===== config.mk =====
export PLATFORM = sky130hd
export DESIGN_NAME = lru_register_cache_allocator
export DESIGN_NICKNAME = d
export VERILOG_FILES = /design/src/rtl/lrc_pkg.sv /design/src/rtl/lrc_scan_unit.sv /design/src/rtl/lrc_slot_file.sv /design/src/rtl/lru_register_cache_allocator.sv
export SDC_FILE = /design/constraint.sdc
export NUM_CORES = 1
export LEC_CHECK = 0
export ABC_AREA = 1
export BUFFER_PORTS_ARGS = -buffer_cell sky130_fd_sc_hd__buf_2
export CELL_PAD_IN_SITES_DETAIL_PLACEMENT = 2
export CELL_PAD_IN_SITES_GLOBAL_PLACEMENT = 2
export CORE_MARGIN = 4
export CORE_UTILIZATION = 35
export CTS_CLUSTER_DIAMETER = 100
export DETAILED_ROUTE_END_ITERATION = 8
export PLACE_DENSITY_LB_ADDON = 0.1
export SETUP_SLACK_MARGIN = 0.2
export SLEW_MARGIN = 20
export SYNTH_ARGS = -nofsm -noshare
export SYNTH_HDL_FRONTEND = slang
export SYNTH_HIERARCHICAL = 1
export SYNTH_SLANG_ARGS = --single-unit
export TNS_END_PERCENT = 100

===== constraint.sdc =====
create_clock -name clock -period 3.9 [get_ports clock]
set_clock_uncertainty 0.15 [all_clocks]
set_input_delay 0.585 -clock clock [delete_from_list [all_inputs] [get_ports clock]]
set_output_delay 0.585 -clock clock [all_outputs]
set_load 0.05 [all_outputs]

===== src/rtl/lrc_pkg.sv =====
package lrc_pkg;

   // slot count, derived index width and field widths
   localparam int SLOTS   = 4;
   localparam int IDX_W   = (SLOTS > 1) ? $clog2(SLOTS) : 1;
   localparam int SLOT_W  = 4;
   localparam int REG_W   = 5;
   localparam int STAMP_W = 16;
   localparam int KIND_W  = 2;
   localparam int ACT_W   = 2;
   localparam int MODE_W  = 2;

   // slot kinds
   localparam logic [KIND_W-1:0] KIND_FREE  = 2'd0;
   localparam logic [KIND_W-1:0] KIND_CLEAN = 2'd1;
   localparam logic [KIND_W-1:0] KIND_DIRTY = 2'd2;
   localparam logic [KIND_W-1:0] KIND_TEMP  = 2'd3;

   // request actions
   localparam logic [ACT_W-1:0] ACT_GET   = 2'd0;
   localparam logic [ACT_W-1:0] ACT_TEMP  = 2'd1;
   localparam logic [ACT_W-1:0] ACT_FLUSH = 2'd2;

   // access modes
   localparam logic [MODE_W-1:0] MODE_READ  = 2'd0;
   localparam logic [MODE_W-1:0] MODE_WRITE = 2'd1;

   // running result of the slot scan
   typedef struct packed {
      logic             hit_found;
      logic [IDX_W-1:0] hit_idx;
      logic             hit_dirty;
      logic             free_found;
      logic [IDX_W-1:0] free_idx;
      logic             vic_found;
      logic [IDX_W-1:0] vic_idx;
      logic             vic_dirty;
      logic [STAMP_W-1:0] vic_stamp;
   } scan_acc_type;

   // write command into the slot file
   typedef struct packed {
      logic               en;
      logic [IDX_W-1:0]   idx;
      logic [KIND_W-1:0]  kind;
      logic               set_tag;
      logic [REG_W-1:0]   greg;
      logic [STAMP_W-1:0] stamp;
   } slot_wr_type;

endpackage


===== src/rtl/lrc_scan_unit.sv =====
module lrc_scan_unit (
   input  lrc_pkg::scan_acc_type          acc_i,
   input  logic [lrc_pkg::IDX_W-1:0]      idx,
   input  logic [lrc_pkg::KIND_W-1:0]     kind,
   input  logic [lrc_pkg::REG_W-1:0]      greg,
   input  logic [lrc_pkg::STAMP_W-1:0]    stamp,
   input  logic [lrc_pkg::REG_W-1:0]      req_reg,
   input  logic                           lowest_free,
   output lrc_pkg::scan_acc_type          acc_o
);
   import lrc_pkg::*;

   logic cached;

   // one slot per call: tag compare, free pick and stamp compare
   always_comb begin
      cached = (kind == KIND_CLEAN) || (kind == KIND_DIRTY);
      acc_o  = acc_i;
      if (cached && (greg == req_reg) && !acc_i.hit_found) begin
         acc_o.hit_found = 1'b1;
         acc_o.hit_idx   = idx;
         acc_o.hit_dirty = (kind == KIND_DIRTY);
      end
      if ((kind == KIND_FREE) && (lowest_free || !acc_i.free_found)) begin
         acc_o.free_found = 1'b1;
         acc_o.free_idx   = idx;
      end
      // scan runs downwards, so a strict compare keeps the higher index on ties
      if (cached && (!acc_i.vic_found || (stamp < acc_i.vic_stamp))) begin
         acc_o.vic_found = 1'b1;
         acc_o.vic_idx   = idx;
         acc_o.vic_dirty = (kind == KIND_DIRTY);
         acc_o.vic_stamp = stamp;
      end
   end

endmodule


===== src/rtl/lrc_slot_file.sv =====
module lrc_slot_file (
   input  logic                            clock,
   input  logic                            reset,
   input  logic [lrc_pkg::IDX_W-1:0]       rd_idx,
   output logic [lrc_pkg::KIND_W-1:0]      rd_kind,
   output logic [lrc_pkg::REG_W-1:0]       rd_greg,
   output logic [lrc_pkg::STAMP_W-1:0]     rd_stamp,
   output logic [lrc_pkg::SLOTS-1:0]       dirty_vec,
   input  lrc_pkg::slot_wr_type            wr
);
   import lrc_pkg::*;

   logic [KIND_W-1:0]  kind_ff  [SLOTS];
   logic [REG_W-1:0]   greg_ff  [SLOTS];
   logic [STAMP_W-1:0] stamp_ff [SLOTS];

   always_ff @(posedge clock) begin
      if (reset) begin
         for (int i = 0; i < SLOTS; i++) begin
            kind_ff[i] <= KIND_FREE;
         end
      end else if (wr.en) begin
         kind_ff[wr.idx] <= wr.kind;
      end
   end

   always_ff @(posedge clock) begin
      if (wr.en && wr.set_tag) begin
         greg_ff[wr.idx]  <= wr.greg;
         stamp_ff[wr.idx] <= wr.stamp;
      end
   end

   always_comb begin
      rd_kind  = kind_ff[rd_idx];
      rd_greg  = greg_ff[rd_idx];
      rd_stamp = stamp_ff[rd_idx];
      for (int i = 0; i < SLOTS; i++) begin
         dirty_vec[i] = (kind_ff[i] == KIND_DIRTY);
      end
   end

endmodule


===== src/rtl/lru_register_cache_allocator.sv =====
// channel   direction  handshake            payload
// req       in         req_valid/req_stall  req_action, req_guest_reg, req_access_mode
// rsp       out        rsp_valid/rsp_stall  rsp_slot, rsp_load_valid, rsp_load_reg,
//                                           rsp_writeback_valid, rsp_writeback_reg,
//                                           rsp_error, rsp_last
//
// a get or temp request walks the slots one per cycle through a single compare unit,
// from the top slot down, then waits in the grant state for a free output register
// a flush goes up a slot per cycle, dirty ones wait on rsp; empty item if none dirty
// reset clears the sequencer, the output valid bit, the counter and every slot kind
// req_stall is high whenever the sequencer is busy; a new request may be taken while
// a result still waits in the output register, and a stalled rsp holds the sequencer
// only where it has a further item to deliver
module lru_register_cache_allocator (
   input  logic                            clock,
   input  logic                            reset,
   input  logic                            req_valid,
   output logic                            req_stall,
   input  logic [lrc_pkg::ACT_W-1:0]       req_action,
   input  logic [lrc_pkg::REG_W-1:0]       req_guest_reg,
   input  logic [lrc_pkg::MODE_W-1:0]      req_access_mode,
   output logic                            rsp_valid,
   input  logic                            rsp_stall,
   output logic [lrc_pkg::SLOT_W-1:0]      rsp_slot,
   output logic                            rsp_load_valid,
   output logic [lrc_pkg::REG_W-1:0]       rsp_load_reg,
   output logic                            rsp_writeback_valid,
   output logic [lrc_pkg::REG_W-1:0]       rsp_writeback_reg,
   output logic                            rsp_error,
   output logic                            rsp_last
);
   import lrc_pkg::*;

   // sequencer states
   localparam logic [2:0] ST_IDLE      = 3'd0;
   localparam logic [2:0] ST_SCAN      = 3'd1;
   localparam logic [2:0] ST_GRANT     = 3'd2;
   localparam logic [2:0] ST_FLUSH     = 3'd3;
   localparam logic [2:0] ST_FLUSH_END = 3'd4;

   localparam logic [IDX_W-1:0] IDX_TOP = IDX_W'(SLOTS - 1);

   logic [2:0]         state_ff, state_in;
   logic [IDX_W-1:0]   idx_ff, idx_in;
   logic [ACT_W-1:0]   act_ff, act_in;
   logic [REG_W-1:0]   reg_ff, reg_in;
   logic [MODE_W-1:0]  mode_ff, mode_in;
   logic [STAMP_W-1:0] counter_ff, counter_in;
   logic               any_ff, any_in;
   scan_acc_type       acc_ff, acc_in, acc_step;

   // register held by the current victim candidate, tracked beside the scan
   logic [REG_W-1:0]   vic_greg_ff, vic_greg_in;

   // output register
   logic               out_valid_ff;
   logic [SLOT_W-1:0]  out_slot_ff;
   logic               out_lv_ff, out_wv_ff, out_err_ff, out_last_ff;
   logic [REG_W-1:0]   out_lr_ff, out_wr_ff;

   logic               emit;
   logic [SLOT_W-1:0]  e_slot;
   logic               e_lv, e_wv, e_err, e_last;
   logic [REG_W-1:0]   e_lr, e_wr;

   logic               out_free, req_xfer;
   logic [KIND_W-1:0]  rd_kind;
   logic [REG_W-1:0]   rd_greg;
   logic [STAMP_W-1:0] rd_stamp;
   logic [SLOTS-1:0]   dirty_vec;
   logic               dirty_above;
   slot_wr_type        wr;
   logic [IDX_W-1:0]   tgt;

   assign out_free  = !out_valid_ff || !rsp_stall;
   assign req_stall = (state_ff != ST_IDLE);
   assign req_xfer  = req_valid && !req_stall;

   lrc_slot_file u_slots (
      .clock     (clock),
      .reset     (reset),
      .rd_idx    (idx_ff),
      .rd_kind   (rd_kind),
      .rd_greg   (rd_greg),
      .rd_stamp  (rd_stamp),
      .dirty_vec (dirty_vec),
      .wr        (wr)
   );

   lrc_scan_unit u_scan (
      .acc_i       (acc_ff),
      .idx         (idx_ff),
      .kind        (rd_kind),
      .greg        (rd_greg),
      .stamp       (rd_stamp),
      .req_reg     (reg_ff),
      .lowest_free (act_ff == ACT_TEMP),
      .acc_o       (acc_step)
   );

   // is any slot above the current flush position still dirty
   always_comb begin
      dirty_above = 1'b0;
      for (int j = 0; j < SLOTS; j++) begin
         if (dirty_vec[j] && (j > int'(idx_ff))) begin
            dirty_above = 1'b1;
         end
      end
   end

   always_comb begin
      state_in   = state_ff;
      idx_in     = idx_ff;
      act_in     = act_ff;
      reg_in     = reg_ff;
      mode_in    = mode_ff;
      counter_in = counter_ff;
      any_in     = any_ff;
      acc_in     = acc_ff;
      emit       = 1'b0;
      e_slot     = '0;
      e_lv       = 1'b0;
      e_lr       = '0;
      e_wv       = 1'b0;
      e_wr       = '0;
      e_err      = 1'b0;
      e_last     = 1'b1;
      wr         = '0;
      tgt        = acc_ff.free_idx;

      case (state_ff)
         ST_IDLE: begin
            if (req_xfer) begin
               act_in  = req_action;
               reg_in  = req_guest_reg;
               mode_in = req_access_mode;
               acc_in  = '0;
               any_in  = 1'b0;
               case (req_action)
                  ACT_GET: begin
                     counter_in = counter_ff + STAMP_W'(1);
                     idx_in     = IDX_TOP;
                     state_in   = ST_SCAN;
                  end
                  ACT_TEMP: begin
                     idx_in   = IDX_TOP;
                     state_in = ST_SCAN;
                  end
                  ACT_FLUSH: begin
                     counter_in = '0;
                     idx_in     = '0;
                     state_in   = ST_FLUSH;
                  end
                  default: begin
                     // unused action: taken and dropped
                     state_in = ST_IDLE;
                  end
               endcase
            end
         end

         ST_SCAN: begin
            acc_in = acc_step;
            if (idx_ff == '0) begin
               state_in = ST_GRANT;
            end else begin
               idx_in = idx_ff - IDX_W'(1);
            end
         end

         ST_GRANT: begin
            if (out_free) begin
               emit     = 1'b1;
               state_in = ST_IDLE;
               if ((act_ff == ACT_GET) && acc_ff.hit_found) begin
                  // hit: restamp, dirty unless a read of a clean slot
                  wr.en      = 1'b1;
                  wr.idx     = acc_ff.hit_idx;
                  wr.kind    = ((mode_ff != MODE_READ) || acc_ff.hit_dirty) ?
                               KIND_DIRTY : KIND_CLEAN;
                  wr.set_tag = 1'b1;
                  wr.greg    = reg_ff;
                  wr.stamp   = counter_ff;
                  e_slot     = SLOT_W'(acc_ff.hit_idx);
               end else if (!acc_ff.free_found && !acc_ff.vic_found) begin
                  e_err = 1'b1;
               end else begin
                  if (!acc_ff.free_found) begin
                     tgt  = acc_ff.vic_idx;
                     e_wv = acc_ff.vic_dirty;
                     e_wr = acc_ff.vic_dirty ? vic_greg_ff : '0;
                  end
                  e_slot = SLOT_W'(tgt);
                  wr.en  = 1'b1;
                  wr.idx = tgt;
                  if (act_ff == ACT_TEMP) begin
                     wr.kind = KIND_TEMP;
                  end else begin
                     wr.kind    = (mode_ff != MODE_READ) ? KIND_DIRTY : KIND_CLEAN;
                     wr.set_tag = 1'b1;
                     wr.greg    = reg_ff;
                     wr.stamp   = counter_ff;
                     e_lv       = (mode_ff != MODE_WRITE);
                     e_lr       = (mode_ff != MODE_WRITE) ? reg_ff : '0;
                  end
               end
            end
         end

         ST_FLUSH: begin
            if (rd_kind != KIND_DIRTY || out_free) begin
               wr.en   = 1'b1;
               wr.idx  = idx_ff;
               wr.kind = KIND_FREE;
               if (rd_kind == KIND_DIRTY) begin
                  emit   = 1'b1;
                  e_slot = SLOT_W'(idx_ff);
                  e_wv   = 1'b1;
                  e_wr   = rd_greg;
                  e_last = !dirty_above;
                  any_in = 1'b1;
               end
               if (idx_ff == IDX_TOP) begin
                  state_in = (any_ff || (rd_kind == KIND_DIRTY)) ? ST_IDLE : ST_FLUSH_END;
               end else begin
                  idx_in = idx_ff + IDX_W'(1);
               end
            end
         end

         ST_FLUSH_END: begin
            // no dirty slot: a single empty closing transfer
            if (out_free) begin
               emit     = 1'b1;
               state_in = ST_IDLE;
            end
         end

         default: begin
            state_in = ST_IDLE;
         end
      endcase
   end

   always_comb begin
      vic_greg_in = vic_greg_ff;
      if (state_ff == ST_SCAN && acc_step.vic_found &&
          (!acc_ff.vic_found || acc_step.vic_idx != acc_ff.vic_idx)) begin
         vic_greg_in = rd_greg;
      end
   end

   always_ff @(posedge clock) begin
      if (reset) begin
         state_ff     <= ST_IDLE;
         counter_ff   <= '0;
         out_valid_ff <= 1'b0;
      end else begin
         state_ff   <= state_in;
         counter_ff <= counter_in;
         if (emit) begin
            out_valid_ff <= 1'b1;
         end else if (!rsp_stall) begin
            out_valid_ff <= 1'b0;
         end
      end
   end

   always_ff @(posedge clock) begin
      idx_ff      <= idx_in;
      act_ff      <= act_in;
      reg_ff      <= reg_in;
      mode_ff     <= mode_in;
      any_ff      <= any_in;
      acc_ff      <= acc_in;
      vic_greg_ff <= vic_greg_in;
      if (emit) begin
         out_slot_ff <= e_slot;
         out_lv_ff   <= e_lv;
         out_lr_ff   <= e_lr;
         out_wv_ff   <= e_wv;
         out_wr_ff   <= e_wr;
         out_err_ff  <= e_err;
         out_last_ff <= e_last;
      end
   end

   assign rsp_valid           = out_valid_ff;
   assign rsp_slot            = out_slot_ff;
   assign rsp_load_valid      = out_lv_ff;
   assign rsp_load_reg        = out_lr_ff;
   assign rsp_writeback_valid = out_wv_ff;
   assign rsp_writeback_reg   = out_wr_ff;
   assign rsp_error           = out_err_ff;
   assign rsp_last            = out_last_ff;

endmodule

* Word-level counts from Yosys, hierarchy flattened
Memories as Yosys holds them, arrays and structs flattened. A register that Yosys moved wholly into a read port is not among the register bits. Cells that the tools add are included. W data, S select, Z words.
Storage, ports and cells: bits in registers 82, RAM bits 92, input port bits 13, output and inout port bits 20, logic and storage cells 200, memories 3
Memories:
- u_slots.stamp_ff | depth 4, width 16, rd ports 1, clocked after Yosys merged registers in 1, write ports 1, RTL line lrc_slot_file.sv:15 | logic [STAMP_W-1:0] stamp_ff [SLOTS];
- u_slots.greg_ff | depth 4, width 5, rd ports 1, clocked after Yosys merged registers in 1, write ports 1, RTL line lrc_slot_file.sv:14 | logic [REG_W-1:0] greg_ff [SLOTS];
- u_slots.kind_ff | depth 4, width 2, rd ports 4, clocked after Yosys merged registers in 1, write ports 4, RTL line lrc_slot_file.sv:13 | logic [KIND_W-1:0] kind_ff [SLOTS];
Operators by class: add/subtract/negate cells 3, order comparisons 4, eq/ne operators 30, muxes and demuxes 77, bitwise logic cells 3, reduce and logical (&&, ||, !) cells 55
Operator list (number):
- $mux W27 | 4
- $pmux W27 S2 | 1
- $mux W22 | 2
- $mux W5 | 8
- $mux W2 | 18
- $pmux W16 S2 | 1
- $mux W1 | 24
- $mux W3 | 7
- $mux W20 | 1
- $pmux W5 S2 | 2
- $add A16 B1 Y16 const B | 1
- $lt A16 B16 Y1 | 1
- $ne A2 B2 Y1 const B | 8
- $reduce_and A3 Y1 | 5
- $logic_and A1 B1 Y1 | 13
- $eq A2 B2 Y1 const B | 6
- $ne A2 B1 Y1 const B | 6
- $pmux W2 S2 | 3
- $pmux W3 S4 | 1
- $logic_not A2 Y1 | 4
- $logic_or A1 B1 Y1 | 8
- $reduce_bool A2 Y1 | 4
- $logic_not A1 Y1 | 7
- $eq A2 B1 Y1 const B | 3
- 24 further kinds | 34

* Depth between registers and ports, before layout
depth after elaboration 12, mapped depth 25, gate-level depth less buffers 23

* Cells and area by module
The synthesis kept the hierarchy.
Modules (own cells, without submodules):
- lrc_slot_file | instances 1, cells an instance 392, area each 4051.4 sq um, sequential area each 2762.6 sq um
- lru_register_cache_allocator | instances 1, cells an instance 441, area each 3858.7 sq um, sequential area each 2202.1 sq um
- lrc_scan_unit | instances 1, cells an instance 164, area each 872.1 sq um, sequential area each 0.0 sq um

* Least setup slack after synthesis
Ideal clock, no wire load.
path kind flip-flop to flip-flop, start point register idx_ff[0], end point memory u_slots.greg_ff[3][0], enable pin, setup time 425 ps, arrival 3105 ps, data required time 3325 ps, setup slack 220 ps, cell stages (with the launch flop) 11, buffers on the path 1, clock period less this slack 3680 ps, cell sequence edfxtp_1 -> inv_2 -> buf_2 -> nand2_1 -> nand3_1 -> nand2_1 -> nand2_1 -> o21ai_0 -> o21ai_0 -> inv_1 -> nor3_1
RTL lines:
- start, declared | RTL line lru_register_cache_allocator.sv:44 | logic [IDX_W-1:0] idx_ff, idx_in;
- start signal, assigned | RTL line lru_register_cache_allocator.sv:270 | idx_ff <= idx_in;
- end, declared | RTL line lrc_slot_file.sv:14

* Worst setup path after layout
start point register idx_ff[1], end point register vic_greg_ff[0], enable pin
Between the ends: cells in the longest elaborated chain, start to end 4
Ends and longest elaborated chain:
- $mux W20 | RTL line lrc_scan_unit.sv:29 | if (cached && (!acc_i.vic_found || (stamp < acc_i.vic_stamp))) begin
- $ne A2 B2 Y1 | RTL line lru_register_cache_allocator.sv:248 | (!acc_ff.vic_found || acc_step.vic_idx != acc_ff.vic_idx)) begin
- $logic_or A1 B1 Y1 | RTL line lru_register_cache_allocator.sv:248
- $logic_and A1 B1 Y1 | RTL line lru_register_cache_allocator.sv:247 | if (state_ff == ST_SCAN && acc_step.vic_found &&
- end signal, assigned | RTL line lru_register_cache_allocator.sv:276 | vic_greg_ff <= vic_greg_in;
- end, declared | RTL line lru_register_cache_allocator.sv:53 | logic [REG_W-1:0] vic_greg_ff, vic_greg_in;
No other way between the ends. The select of a mux whose other input is x is not followed. A chain may end at the register's enable or synchronous reset.

==> impl_metrics.json <==
{
  "clockRootBuffer": "clkbuf_16",
  "critPathSlowestCell": "inv_2",
  "highest_layer": "met4",
  "ir_drop_mv": 0.368,
  "die_y_um": 166,
  "finalSetupTns_ns": 0,
  "numCtsBuffers": 17,
  "largest-register": "u_slots/stamp_ff",
  "drtIter0Drc": 291,
  "critPathTopFamily": "simple AND/OR/NAND/NOR gates",
  "clk-insertion-delay-late_ns": 0.44,
  "final_common_cell": "nand2_1",
  "synth_cells": 996,
  "synthToLayoutAreaGrowth_pct": 13.1,
  "ys_warn_count": 6,
  "critPathKind": "reg2reg",
  "setup_violations": 0,
  "drc": 0,
  "clock_path_buffers": 2,
  "status": "completed",
  "cp-end-kind": "flip-flop",
  "largest_register_ffs": 64,
  "port_buffers": 30,
  "grt_max_degree": 53,
  "cts_htree_levels": 4,
  "min_from": "req_guest_reg[3]",
  "top_regs": "u_slots/stamp_ff (64), acc_ff (27), u_slots/greg_ff (20)",
  "wl_met1_mm": 11.7,
  "required_ns": 3.90,
  "start_util_pct": 35.9,
  "cts.reportedPaths.clkPinSlew_ns": 0.09,
  "startpoint": "idx_ff[1]$_DFFE_PP_",
  "dieArea_um2": 27700,
  "grt_use_total_pct": 17.9,
  "dp_cells": 1343,
  "hold_class": "in2reg",
  "instances_no_fill": 1375,
  "final_nets": 1072,
  "gp_congestion": 0.749,
  "post_drt_wl_per_cell_um": 17.8,
  "vias": 6543,
  "cts_tree": "built",
  "crit_path_max_incr_delay_ns": 0.44,
  "n_antenna_cell": 0,
  "worst-path-buf-inv": 3,
  "critPathArrivalTime_ns": 3.40,
  "worst-slew-pin-transition_ns": 0.675,
  "met2_length_mm": 12.2,
  "die_w_um": 166,
  "period_share_pct": 87.1,
  "rsz0062_at_grt": "no",
  "power.density_nw_per_um2": 808,
  "period_needed_ns": 3.40,
  "num_rows": 57,
  "grt_pass1_wl_mm": 39.3,
  "io_pins": 33,
  "cp_max_fo": 23,
  "post_cts_buffers": 0,
  "drtPass1Iterations": 5,
  "drt_wl_total_mm": 24.5,
  "fmax_mhz": 294,
  "hpwl_mm": 17.2,
  "drive_gt1_share_pct": 10.8,
  "grt_pass1_vias": 7204,
  "cellLeakagePower_nw": 4.44,
  "synth_area_per_cell_um2": 8.81,
  "grt_overflow": 0,
  "hold_viol_final": 0,
  "grt_antenna_before_repair": 0,
  "max_cap_viol_count": 0,
  "final_max_slew_viol_count": 0,
  "r2r-start": "idx_ff[1]$_DFFE_PP_",
  "core_area_um2": 24500,
  "ant_nets": 0,
  "cp-start-kind": "flip-flop",
  "final_cell_mix": "nand2_1 (248), inv_1 (219), edfxtp_1 (152), nor2_1 (102), nand3_1 (86)",
  "via_per_inst": 4.76,
  "met3_length_um": 522,
  "synthesis.area_um2": 8780,
  "crit_top_cell": "nand2_1",
  "cp_cell_sequence": "inv_2 > nand3_1 > nand2_1 > ha_1 > nand2_1 > nor2_1 > nor3_1 > nand2_1 > nand2_1 > nand2_1 > nand2_2 > nand2_2 > nand2_1 > nand2_1 > inv_1 > nand2_1 > o21ai_0 > a211oi_1 > nor3_1 > buf_4",
  "cts.sink_count": 172,
  "max_slew_margin_pct": 54.9
}
final timing paths:
path / to / slack [ns] / cells after the start
setup reg to reg: vic_greg_ff[0]$_DFFE_PP_ / 0.50 / 20
setup / recovery: vic_greg_ff[0]$_DFFE_PP_ / 0.50 / 20
hold / removal: reg_ff[3]$_DFFE_PP_ / 0.16 / 1
hold reg to reg: counter_ff[1]$_SDFFE_PP0P_ / 0.38 / 2
area by class of cell:
cell class / count / area [um^2]
Sequential cell: 172 / 4960
Timing Repair Buffer: 48 / 302
Multi-Input combinational cell: 574 / 2770
Inverter: 225 / 850
Clock buffer: 17 / 425
Clock inverter: 15 / 215
Tap cell: 324 / 405
Fill cell: 2684 / 14500
power breakdown:
part           switching [mW]  total [mW]  internal (mW)
Clock                   0.885        1.83          0.944
Combinational            2.56        3.58           1.01
Sequential              0.184        2.62           2.43
Total                    3.63        8.02           4.39
stage by stage:
step / power, mW / util [%] / setup WS [ns] / area (um^2) / hold WS [ns]
after floorplan: 5.25 / - / 0.220 / 8780 / 0.315
after global placement: 6.14 / 37.9 / 0.597 / 9280 / 0.351
after CTS: 8.15 / 40.5 / 0.365 / 9920 / 0.134
after detailed placement: 6.26 / 37.9 / 0.405 / 9280 / 0.371
after global routing: 8.66 / 40.6 / 0.187 / 9930 / 0.137
final: 8.02 / 40.6 / 0.504 / 9930 / 0.159
metal layers:
metal / vias up / GRT usage [%]
met3: 15 / 2.50
met4: 0 / 3.88
met5: - / 0
met1: 3253 / 23.7
met2: 55 / 31.2
li1: 3220 / -
what timing repair did:
item,4_1_cts,5_1_grt
setup endpoints to repair,0,5
resized for setup,0,3
hold buffers,0,0
(Power assumes the default switching activity.)
